$ cat src/sv/heartbeat_membership_table_top_macros.svh
// Assertion helpers for the membership table.
// Both sample on i_clk and switch off while i_rst_n is low.
`ifndef HEARTBEAT_MEMBERSHIP_TABLE_TOP_MACROS_SVH
`define HEARTBEAT_MEMBERSHIP_TABLE_TOP_MACROS_SVH

// Consequent checked in the same cycle as the antecedent.
`define HMT_ASSERT_SAME(lbl, ante, cons) \
    lbl: assert property (@(posedge i_clk) disable iff (!i_rst_n) (ante) |-> (cons)) \
        else $error("assertion failed: lbl");

// Consequent checked in the cycle after the antecedent.
`define HMT_ASSERT_NEXT(lbl, ante, cons) \
    lbl: assert property (@(posedge i_clk) disable iff (!i_rst_n) (ante) |=> (cons)) \
        else $error("assertion failed: lbl");

`endif

$ cat src/sv/hmt_pkg.sv
package hmt_pkg;

    localparam int TABLE_DEPTH = 32;
    localparam int IDX_W       = $clog2(TABLE_DEPTH);
    localparam int CNT_W       = $clog2(TABLE_DEPTH + 1);

    localparam int ID_W   = 32;
    localparam int PORT_W = 16;
    localparam int HB_W   = 32;
    localparam int TIME_W = 32;
    localparam int TMO_W  = 16;

    // introducer address
    localparam logic [ID_W-1:0]   INTRO_ID   = ID_W'(1);
    localparam logic [PORT_W-1:0] INTRO_PORT = '0;

    typedef enum logic [2:0] {
        REQ_START    = 3'd0,
        REQ_JOIN_REQ = 3'd1,
        REQ_JOIN_REP = 3'd2,
        REQ_GOSSIP   = 3'd3,
        REQ_TICK     = 3'd4
    } t_req;

    typedef enum logic [1:0] {
        CFG_SELF_ID   = 2'd0,
        CFG_SELF_PORT = 2'd1,
        CFG_TIMEOUT   = 2'd2
    } t_cfg_idx;

    typedef enum logic [1:0] {
        S_IDLE,
        S_ONE,
        S_SWEEP,
        S_LOOK
    } t_state;

    typedef struct packed {
        logic [ID_W-1:0]   self_id;
        logic [PORT_W-1:0] self_port;
        logic [TMO_W-1:0]  fail_timeout;
    } t_cfg;

    typedef struct packed {
        logic [2:0]        req_type;
        logic [ID_W-1:0]   node_id;
        logic [PORT_W-1:0] node_port;
        logic [HB_W-1:0]   heartbeat;
        logic [TIME_W-1:0] now;
    } t_item;

    typedef struct packed {
        logic [ID_W-1:0]   id;
        logic [PORT_W-1:0] port;
        logic [HB_W-1:0]   heartbeat;
        logic [TIME_W-1:0] stamp;
    } t_slot;

    typedef struct packed {
        logic              kind;
        logic [ID_W-1:0]   entry_node_id;
        logic [PORT_W-1:0] entry_node_port;
        logic [HB_W-1:0]   entry_heartbeat;
        logic              changed;
        logic              inserted;
        logic              table_full;
        logic              send_reply;
        logic              send_join;
        logic              in_group;
        logic              last;
    } t_res;

endpackage

$ cat src/sv/hmt_slot_ram.sv
module hmt_slot_ram #(
    parameter int DEPTH = 32,
    parameter int WIDTH = 112
) (
    input  logic                     i_clk,
    input  logic                     i_wr_en,
    input  logic [$clog2(DEPTH)-1:0] i_wr_addr,
    input  logic [WIDTH-1:0]         i_wr_data,
    input  logic                     i_rd_en,
    input  logic [$clog2(DEPTH)-1:0] i_rd_addr,
    output logic [WIDTH-1:0]         o_rd_data
);

    logic [WIDTH-1:0] r_mem [DEPTH];
    logic [WIDTH-1:0] r_rd_data;

    always_ff @(posedge i_clk) begin
        if (i_wr_en) begin
            r_mem[i_wr_addr] <= i_wr_data;
        end
    end

    // read data held while i_rd_en is low
    always_ff @(posedge i_clk) begin
        if (i_rd_en) begin
            r_rd_data <= r_mem[i_rd_addr];
        end
    end

    assign o_rd_data = r_rd_data;

endmodule

$ cat src/sv/hmt_ctrl.sv
module hmt_ctrl
    import hmt_pkg::*;
(
    input  logic  i_clk,
    input  logic  i_rst_n,
    input  t_cfg  i_cfg,
    input  logic  i_item_valid,
    output logic  o_item_ready,
    input  t_item i_item,
    output logic  o_res_valid,
    input  logic  i_res_ready,
    output t_res  o_res
);

    t_state r_state, n_state;

    // item held for the whole walk
    t_req              r_req;
    logic [ID_W-1:0]   r_key_id, n_key_id;
    logic [PORT_W-1:0] r_key_port, n_key_port;
    logic [HB_W-1:0]   r_key_hb, n_key_hb;
    logic [TIME_W-1:0] r_now;

    logic [TABLE_DEPTH-1:0] r_valid, n_valid;
    logic [HB_W-1:0]        r_own_hb, n_own_hb;
    logic                   r_group, n_group;

    // walk pipeline: read address, then compare stage
    logic [CNT_W-1:0] r_addr, n_addr;
    logic             r_cv, n_cv;
    logic [IDX_W-1:0] r_cidx, n_cidx;
    logic             r_free_found, n_free_found;
    logic [IDX_W-1:0] r_free_idx, n_free_idx;

    logic              ram_wr_en;
    logic [IDX_W-1:0]  ram_wr_addr;
    t_slot             ram_wr_data;
    logic              ram_rd_en;
    logic [$bits(t_slot)-1:0] ram_rd_raw;
    t_slot             cmp;

    logic accept, hit, expired, walk_end, hb_gt, intro, stall;

    hmt_slot_ram #(
        .DEPTH (TABLE_DEPTH),
        .WIDTH ($bits(t_slot))
    ) u_ram (
        .i_clk     (i_clk),
        .i_wr_en   (ram_wr_en),
        .i_wr_addr (ram_wr_addr),
        .i_wr_data (ram_wr_data),
        .i_rd_en   (ram_rd_en),
        .i_rd_addr (r_addr[IDX_W-1:0]),
        .o_rd_data (ram_rd_raw)
    );

    assign cmp      = t_slot'(ram_rd_raw);
    assign accept   = i_item_valid && o_item_ready;
    assign hit      = r_cv && r_valid[r_cidx] &&
                      (cmp.id == r_key_id) && (cmp.port == r_key_port);
    assign expired  = r_cv && r_valid[r_cidx] &&
                      ((r_now - cmp.stamp) > TIME_W'(i_cfg.fail_timeout));
    assign walk_end = !r_cv && (r_addr == CNT_W'(TABLE_DEPTH));
    assign hb_gt    = r_key_hb > cmp.heartbeat;
    assign intro    = (i_cfg.self_id == INTRO_ID) && (i_cfg.self_port == INTRO_PORT);
    assign stall    = o_res_valid && !i_res_ready;

    // next state
    always_comb begin
        n_state = r_state;
        case (r_state)
            S_IDLE: begin
                if (accept) begin
                    if (t_req'(i_item.req_type) inside {REQ_JOIN_REQ, REQ_JOIN_REP,
                                                        REQ_GOSSIP}) begin
                        n_state = S_LOOK;
                    end else if ((t_req'(i_item.req_type) == REQ_TICK) && r_group) begin
                        n_state = S_SWEEP;
                    end else begin
                        n_state = S_ONE;
                    end
                end
            end
            S_ONE: begin
                if (i_res_ready) begin
                    n_state = S_IDLE;
                end
            end
            S_SWEEP: begin
                if (walk_end) begin
                    n_state = S_LOOK;
                end
            end
            S_LOOK: begin
                if ((hit || walk_end) && i_res_ready) begin
                    n_state = S_IDLE;
                end
            end
            default: n_state = S_IDLE;
        endcase
    end

    // outputs: result word and memory port
    always_comb begin
        o_item_ready = 1'b0;
        o_res_valid  = 1'b0;
        o_res        = '0;
        o_res.in_group = r_group;
        o_res.last   = 1'b1;
        ram_rd_en    = 1'b0;
        ram_wr_en    = 1'b0;
        ram_wr_addr  = r_cidx;
        ram_wr_data  = '{id: r_key_id, port: r_key_port, heartbeat: r_key_hb, stamp: r_now};
        case (r_state)
            S_IDLE: begin
                o_item_ready = 1'b1;
            end
            S_ONE: begin
                o_res_valid = 1'b1;
                if (r_req == REQ_START) begin
                    o_res.entry_node_id   = i_cfg.self_id;
                    o_res.entry_node_port = i_cfg.self_port;
                    o_res.changed         = 1'b1;
                    o_res.inserted        = 1'b1;
                    o_res.send_join       = !intro;
                    o_res.in_group        = intro;
                    ram_wr_en   = i_res_ready;
                    ram_wr_addr = '0;
                    ram_wr_data = '{id: i_cfg.self_id, port: i_cfg.self_port,
                                    heartbeat: '0, stamp: r_now};
                end
            end
            S_SWEEP: begin
                o_res_valid           = expired;
                o_res.kind            = 1'b1;
                o_res.entry_node_id   = cmp.id;
                o_res.entry_node_port = cmp.port;
                o_res.entry_heartbeat = cmp.heartbeat;
                o_res.changed         = 1'b1;
                o_res.last            = 1'b0;
                ram_rd_en = !stall && (r_addr < CNT_W'(TABLE_DEPTH));
            end
            S_LOOK: begin
                o_res_valid           = hit || walk_end;
                o_res.entry_node_id   = r_key_id;
                o_res.entry_node_port = r_key_port;
                o_res.send_reply      = (r_req == REQ_JOIN_REQ);
                if (hit) begin
                    o_res.entry_heartbeat = hb_gt ? r_key_hb : cmp.heartbeat;
                    o_res.changed         = hb_gt;
                    ram_wr_en             = hb_gt && i_res_ready;
                end else begin
                    o_res.entry_heartbeat = r_key_hb;
                    o_res.changed         = r_free_found;
                    o_res.inserted        = r_free_found;
                    o_res.table_full      = !r_free_found;
                    ram_wr_en             = walk_end && r_free_found && i_res_ready;
                    ram_wr_addr           = r_free_idx;
                end
                ram_rd_en = !hit && (r_addr < CNT_W'(TABLE_DEPTH));
            end
            default: ;
        endcase
    end

    // datapath next values
    always_comb begin
        n_key_id     = r_key_id;
        n_key_port   = r_key_port;
        n_key_hb     = r_key_hb;
        n_valid      = r_valid;
        n_own_hb     = r_own_hb;
        n_group      = r_group;
        n_addr       = r_addr;
        n_cv         = r_cv;
        n_cidx       = r_cidx;
        n_free_found = r_free_found;
        n_free_idx   = r_free_idx;
        case (r_state)
            S_IDLE: begin
                if (accept) begin
                    n_key_id     = i_item.node_id;
                    n_key_port   = i_item.node_port;
                    n_key_hb     = i_item.heartbeat;
                    n_addr       = '0;
                    n_cv         = 1'b0;
                    n_free_found = 1'b0;
                    if (t_req'(i_item.req_type) == REQ_JOIN_REP) begin
                        n_group = 1'b1;
                    end
                end
            end
            S_ONE: begin
                if (i_res_ready && (r_req == REQ_START)) begin
                    n_valid    = '0;
                    n_valid[0] = 1'b1;
                    n_own_hb   = '0;
                    n_group    = intro;
                end
            end
            S_SWEEP: begin
                if (!stall) begin
                    n_cv   = ram_rd_en;
                    n_cidx = r_addr[IDX_W-1:0];
                    if (ram_rd_en) begin
                        n_addr = r_addr + CNT_W'(1);
                    end
                    if (expired) begin
                        n_valid[r_cidx] = 1'b0;
                    end
                end
                if (walk_end) begin
                    // own entry refresh follows as an ordinary lookup
                    n_own_hb     = r_own_hb + HB_W'(1);
                    n_key_hb     = r_own_hb + HB_W'(1);
                    n_key_id     = i_cfg.self_id;
                    n_key_port   = i_cfg.self_port;
                    n_addr       = '0;
                    n_cv         = 1'b0;
                    n_free_found = 1'b0;
                end
            end
            S_LOOK: begin
                if (!hit) begin
                    n_cv   = ram_rd_en;
                    n_cidx = r_addr[IDX_W-1:0];
                    if (ram_rd_en) begin
                        n_addr = r_addr + CNT_W'(1);
                    end
                end
                if (r_cv && !r_valid[r_cidx] && !r_free_found) begin
                    n_free_found = 1'b1;
                    n_free_idx   = r_cidx;
                end
                if (walk_end && r_free_found && i_res_ready) begin
                    n_valid[r_free_idx] = 1'b1;
                end
            end
            default: ;
        endcase
    end

    always_ff @(posedge i_clk) begin
        if (!i_rst_n) begin
            r_state      <= S_IDLE;
            r_valid      <= '0;
            r_own_hb     <= '0;
            r_group      <= 1'b0;
            r_cv         <= 1'b0;
            r_addr       <= '0;
            r_free_found <= 1'b0;
        end else begin
            r_state      <= n_state;
            r_valid      <= n_valid;
            r_own_hb     <= n_own_hb;
            r_group      <= n_group;
            r_cv         <= n_cv;
            r_addr       <= n_addr;
            r_free_found <= n_free_found;
        end
    end

    always_ff @(posedge i_clk) begin
        if (accept) begin
            r_req <= t_req'(i_item.req_type);
            r_now <= i_item.now;
        end
        r_key_id   <= n_key_id;
        r_key_port <= n_key_port;
        r_key_hb   <= n_key_hb;
        r_cidx     <= n_cidx;
        r_free_idx <= n_free_idx;
    end

endmodule

$ cat src/sv/heartbeat_membership_table_top.sv
// Membership table of a gossip heartbeat failure detector.
// Input channel (i_valid/o_ready): one word per request; start, join request,
// join reply, gossip heartbeat or tick, with sender address, heartbeat and time.
// Output channel (o_valid/i_ready): result words; a tick gives one removal
// notice per timed-out slot in slot order, then a closing word with o_last set.
// Every other request, and a tick outside the group, gives a single word with o_last set.
// Config channel (i_cfg_valid/o_cfg_ready, always ready): own id, own port and
// failure timeout; the user writes them only while the block is idle, which the block does not enforce.
// Slot contents live in a single-port-write, registered-read RAM walked one
// slot per cycle unless a stalled output holds the sweep; valid bits sit in flops.
// One request is in flight at a time; o_ready drops after acceptance.
// A stalled receiver holds the output register, and the walk pauses on the
// next word it has to emit; nothing is lost.
// Reset clears the valid bits, the membership flag, own heartbeat and the
// config registers at once (timeout to 5); no clearing pass is run.
`include "heartbeat_membership_table_top_macros.svh"

module heartbeat_membership_table_top
    import hmt_pkg::*;
(
    input  logic              i_clk,
    input  logic              i_rst_n,
    // request words
    input  logic              i_valid,
    output logic              o_ready,
    input  logic [2:0]        i_req_type,
    input  logic [ID_W-1:0]   i_node_id,
    input  logic [PORT_W-1:0] i_node_port,
    input  logic [HB_W-1:0]   i_heartbeat,
    input  logic [TIME_W-1:0] i_now,
    // result words
    output logic              o_valid,
    input  logic              i_ready,
    output logic              o_kind,
    output logic [ID_W-1:0]   o_entry_node_id,
    output logic [PORT_W-1:0] o_entry_node_port,
    output logic [HB_W-1:0]   o_entry_heartbeat,
    output logic              o_changed,
    output logic              o_inserted,
    output logic              o_table_full,
    output logic              o_send_reply,
    output logic              o_send_join,
    output logic              o_in_group,
    output logic              o_last,
    // config writes
    input  logic              i_cfg_valid,
    output logic              o_cfg_ready,
    input  logic [1:0]        i_cfg_index,
    input  logic [31:0]       i_cfg_data
);

    t_cfg  r_cfg;
    t_item item;
    t_res  res;
    logic  res_valid;
    logic  res_ready;

    // output register: parts the table walk from the receiver
    logic  r_out_valid;
    t_res  r_out;

    assign o_cfg_ready = 1'b1;

    always_ff @(posedge i_clk) begin
        if (!i_rst_n) begin
            r_cfg.self_id      <= '0;
            r_cfg.self_port    <= '0;
            r_cfg.fail_timeout <= TMO_W'(5);
        end else if (i_cfg_valid && o_cfg_ready) begin
            case (t_cfg_idx'(i_cfg_index))
                CFG_SELF_ID:   r_cfg.self_id      <= i_cfg_data;
                CFG_SELF_PORT: r_cfg.self_port    <= i_cfg_data[PORT_W-1:0];
                CFG_TIMEOUT:   r_cfg.fail_timeout <= i_cfg_data[TMO_W-1:0];
                default: ;
            endcase
        end
    end

    assign item = '{req_type: i_req_type, node_id: i_node_id, node_port: i_node_port,
                    heartbeat: i_heartbeat, now: i_now};

    hmt_ctrl u_ctrl (
        .i_clk        (i_clk),
        .i_rst_n      (i_rst_n),
        .i_cfg        (r_cfg),
        .i_item_valid (i_valid),
        .o_item_ready (o_ready),
        .i_item       (item),
        .o_res_valid  (res_valid),
        .i_res_ready  (res_ready),
        .o_res        (res)
    );

    assign res_ready = !r_out_valid || i_ready;

    always_ff @(posedge i_clk) begin
        if (!i_rst_n) begin
            r_out_valid <= 1'b0;
        end else if (res_ready) begin
            r_out_valid <= res_valid;
        end
    end

    always_ff @(posedge i_clk) begin
        if (res_ready && res_valid) begin
            r_out <= res;
        end
    end

    assign o_valid           = r_out_valid;
    assign o_kind            = r_out.kind;
    assign o_entry_node_id   = r_out.entry_node_id;
    assign o_entry_node_port = r_out.entry_node_port;
    assign o_entry_heartbeat = r_out.entry_heartbeat;
    assign o_changed         = r_out.changed;
    assign o_inserted        = r_out.inserted;
    assign o_table_full      = r_out.table_full;
    assign o_send_reply      = r_out.send_reply;
    assign o_send_join       = r_out.send_join;
    assign o_in_group        = r_out.in_group;
    assign o_last            = r_out.last;

    // nothing is emitted while waiting for a request
    `HMT_ASSERT_SAME(a_idle_quiet, o_ready, !res_valid)
    // an accepted request keeps the block busy in the following cycle
    `HMT_ASSERT_NEXT(a_busy_after_accept, i_valid && o_ready, !o_ready)
    // only removal notices leave without the closing flag
    `HMT_ASSERT_SAME(a_notice_not_last, res_valid && !res.last, res.kind && res.in_group)

endmodule
$ cat config.mk
export PLATFORM = sky130hd
export DESIGN_NAME = heartbeat_membership_table_top
export DESIGN_NICKNAME = d
export VERILOG_FILES = /design/src/sv/hmt_pkg.sv /design/src/sv/hmt_slot_ram.sv /design/src/sv/hmt_ctrl.sv /design/src/sv/heartbeat_membership_table_top.sv
export VERILOG_INCLUDE_DIRS = /design/src /design/src/sv
export SDC_FILE = /design/constraint.sdc
export NUM_CORES = 2
export LEC_CHECK = 0
export BUFFER_PORTS_ARGS = -buffer_cell sky130_fd_sc_hd__clkbuf_2
export CORE_ASPECT_RATIO = 0.5
export CORE_MARGIN = 2
export CORE_UTILIZATION = 50
export DETAILED_ROUTE_END_ITERATION = 8
export PLACE_DENSITY = 0.78
export SYNTH_ARGS = -nofsm -noshare
export SYNTH_HDL_FRONTEND = slang
export SYNTH_SLANG_ARGS = --single-unit
export TNS_END_PERCENT = 30
$ cat constraint.sdc
create_clock -name i_clk -period 16.6 [get_ports i_clk]
set_input_delay 4.98 -clock i_clk [delete_from_list [all_inputs] [get_ports i_clk]]
set_output_delay 4.98 -clock i_clk [all_outputs]
set_load 0.05 [all_outputs]
==> metrics.txt <==
Post-CTS Resized 0; Synth-to-Final Area Change 11.2%; f_max 130 MHz; grt total ovfl 0; postcts setup bufs 0; Synth area leader edfxtp_1; CTS H-tree depth 5; Final Hold Vio Count 0; DP Area 166000 um^2; CTS sink cnt 4049; hpwl dp 225000 um; nets@finish 8335; CP Launch Type flip-flop; Yosys reg bits 4049; first-pass GRT wire length roughly 610000 um; Cell variety after synth 84; TritonCTS buffer count 350; Routed WL 431000 um; Hold Crit Depth 2; Synth Flop Type edfxtp_1; largest net degree at the start of global routing about 160; area of the die 324000 um^2; via/cell ratio 6.65; ANT nets after route 0; Die X approximately 800 um; Slew @ Worst Pin around 1.4 ns; PD cells between 100 and 150 nW/um^2; DR iter-0 viols approximately 14000; Final Instance Area 177000 um^2; I/O pin count 245; commonest non-fill, non-tap cell in the layout edfxtp_1; Hold Buf Count CTS 0; Port-buffer cells 243; Tcrit/Tclk final 46.4%; Post-Syn Area per Cell 20.6 um^2; gpl congestion 0.897; Seq/Total Area, Yosys approximately 75%; crit path max fanout 112; Clock Latency Late Sink 0.91 ns; FF-to-FF path depth 21; top cells by area, synth edfxtp_1, mux4_2, dfxtp_1, nand2_1, mux2_2; Tightest Hold Check Type reg -> reg; Core ar. 317000 um^2; Max-slew headroom 4.19%; share of the synthesized area in the top cell type 73.6%; final worst slack ~9 ns; CP arrival 8.14 ns; outcome completed; P_leak about 55 nW; cell row count 146; Synth Net Count ~8000; Post-synth EDFFs just under 4000; DRC Markers 0; via count roughly 84000; share of layout cells above drive strength 1 26.7%; Clock Skews about 0.096 ns; CTS tree built; Root Buffer Master clkbuf_16; synth warn 0; critical path type reg -> reg; Worst EP required around 17 ns; GRT Overall Usage 26.3%; Place WS ~8.6 ns; Initial Util 50.3%; clock transition at the registers of the reported paths around 0.070 ns; commonest cells after routing, fill and taps aside edfxtp_1, mux4_2, nand2_1; final core occ between 50% and 60%; Max Slew Vio Count 0; Synth Instances slightly below 8000; Final setup viols 0; maximum VDD drop roughly 0.083 mV; Synth Cell Area 159000 um^2; Async SR Flop Fraction 0%; crit path capture type flip-flop; min Tclk post-route between 7 and 8 ns; First-pass DRT Iterations 7; CTS Buffer Depth 4; number of global-route vias before repair 83700; Die Y 403 um; RSZ-0062 raised after global routing false; flop-to-flop setup slack 8.89 ns; initial antenna violation count 15; setup TNS 0 ns; Max-Cap Viols 0; routed len/inst 34.3 um
-- state kept, by name (all words and copies together) (netlist names), 6 cells and up --
| name | cells |
|---|---|
| u_ctrl.r_addr | 6 |
| o_entry_node_id | 32 |
| o_entry_node_port | 16 |
| u_ctrl.r_key_hb | 32 |
| u_ctrl.u_ram.r_mem | 3584 |
| u_ctrl.u_ram.o_rd_data | 112 |
| u_ctrl.r_valid | 32 |
| u_ctrl.r_key_id | 32 |
| o_entry_heartbeat | 32 |
| u_ctrl.r_key_port | 16 |
| u_ctrl.r_own_hb | 32 |
| u_ctrl.r_now | 32 |
| r_cfg | 64 |
-- metal layers --
layer	wire, um	track usage [%]	vias to the layer above
met1	152000	35.2	43700
li1	-	-	32500
met2	211000	43.0	6583
met3	47600	4.98	1034
met5	80	0	-
met4	20500	10.8	12
-- power by group --
part	switching [W]	total (W)	internal (W)	leakage (nW)
sequential	0.000112	0.0117	0.0115	36.4
clock	0.00372	0.00817	0.00444	5.39
combinational	0.00108	0.00156	0.000480	12.7
total	0.00491	0.0214	0.0165	54.6
-- cells by family after synthesis --
group | count (synthesis) | share of synthesized area [%]
DFF | 4049 | 75.4
muxes | 1250 | 16.8
and+or+nand+nor | 1099 | 3.00
AOI/OAI and AO/OA | 601 | 2.32
buffers and inverters | 543 | 1.29
xor gates and xnor gates | 96 | 0.528
adders and majority gates | 83 | 0.656
other | 1 | 0.00235
-- synth_stat cells (all sizes together) (4+ instances only) --
cell type  instances
a22oi              9
o211a              4
nand3b             4
a32oi              6
mux2             115
ha                82
o211ai            43
nor2             159
and4               4
mux4            1128
a211oi             4
xor2              71
buf               73
or3                9
nor2b             15
a31oi             11
and3              19
nor4              29
o22ai              4
clkbuf           337
dfxtp            140
mux2i              7
a211o              5
nand4             35
xnor2             25
nor3b              8
a22o              33
nand2b            10
edfxtp          3909
a21oi            223
inv              133
o21ai            159
nand2            654
o31ai              6
and2              36
o2111ai            4
nand3             35
nor3              62
or2                8
a21o              47
o21a              16
-- final timing paths --
| path | start | to |
|---|---|---|
| setup / recovery | u_ctrl.r_now[4]$_DFFE_PP_ | u_ctrl.u_ram.o_rd_data[9]$_DFFE_PN_ |
| setup reg to reg | u_ctrl.r_now[4]$_DFFE_PP_ | u_ctrl.u_ram.o_rd_data[9]$_DFFE_PN_ |
| hold / removal | r_cfg[5]$_SDFFE_PN0P_ | r_cfg[5]$_SDFFE_PN0P_ |
| hold reg to reg | r_cfg[5]$_SDFFE_PN0P_ | r_cfg[5]$_SDFFE_PN0P_ |
-- critical path, cell delays in order (launching register included) --
cell and delay, ns:
edfxtp_1 1.04, ha_1 0.47, a21o_1 0.23, a31oi_1 0.32, nand2_1 0.15, nand3_1 0.11, nand2_1 0.08, and2_1 0.17
o21ai_0 0.14, nand2b_1 0.08, xor2_1 0.15, ha_1 0.30, nand4_1 0.14, inv_1 0.06, a221oi_1 0.25, nor3_1 0.13
or4_1 0.54, nor4_1 0.31, nand4_1 0.75, o31ai_4 0.59, o21ai_1 0.34, inv_8 0.75
-- through the flow --
| stage | instances | total power [W] | hold slack, ns |
|---|---|---|---|
| global placement | 12000 | 0.0133 | 0.446 |
| finish | 12600 | 0.0214 | 0.469 |
| detailed placement | 12000 | 0.0134 | 0.458 |
| floorplan | 7722 | 0.0128 | 0.406 |
| global route | 12600 | 0.0218 | 0.491 |
| CTS | 12600 | 0.0214 | 0.471 |
-- layout make-up --
| cell class | instances | area (um^2) |
|---|---|---|
| Fill cell | 22000 | 140000 |
| Sequential cell | 4049 | 120000 |
| Multi-Input combinational cell | 3130 | 37400 |
| Clock buffer | 435 | 9350 |
| Tap cell | 4218 | 5280 |
| Timing Repair Buffer | 434 | 2790 |
| Clock inverter | 184 | 1690 |
| Inverter | 133 | 513 |
| Antenna cell | 7 | 17.5 |
Power figures use the tool's default switching activity.
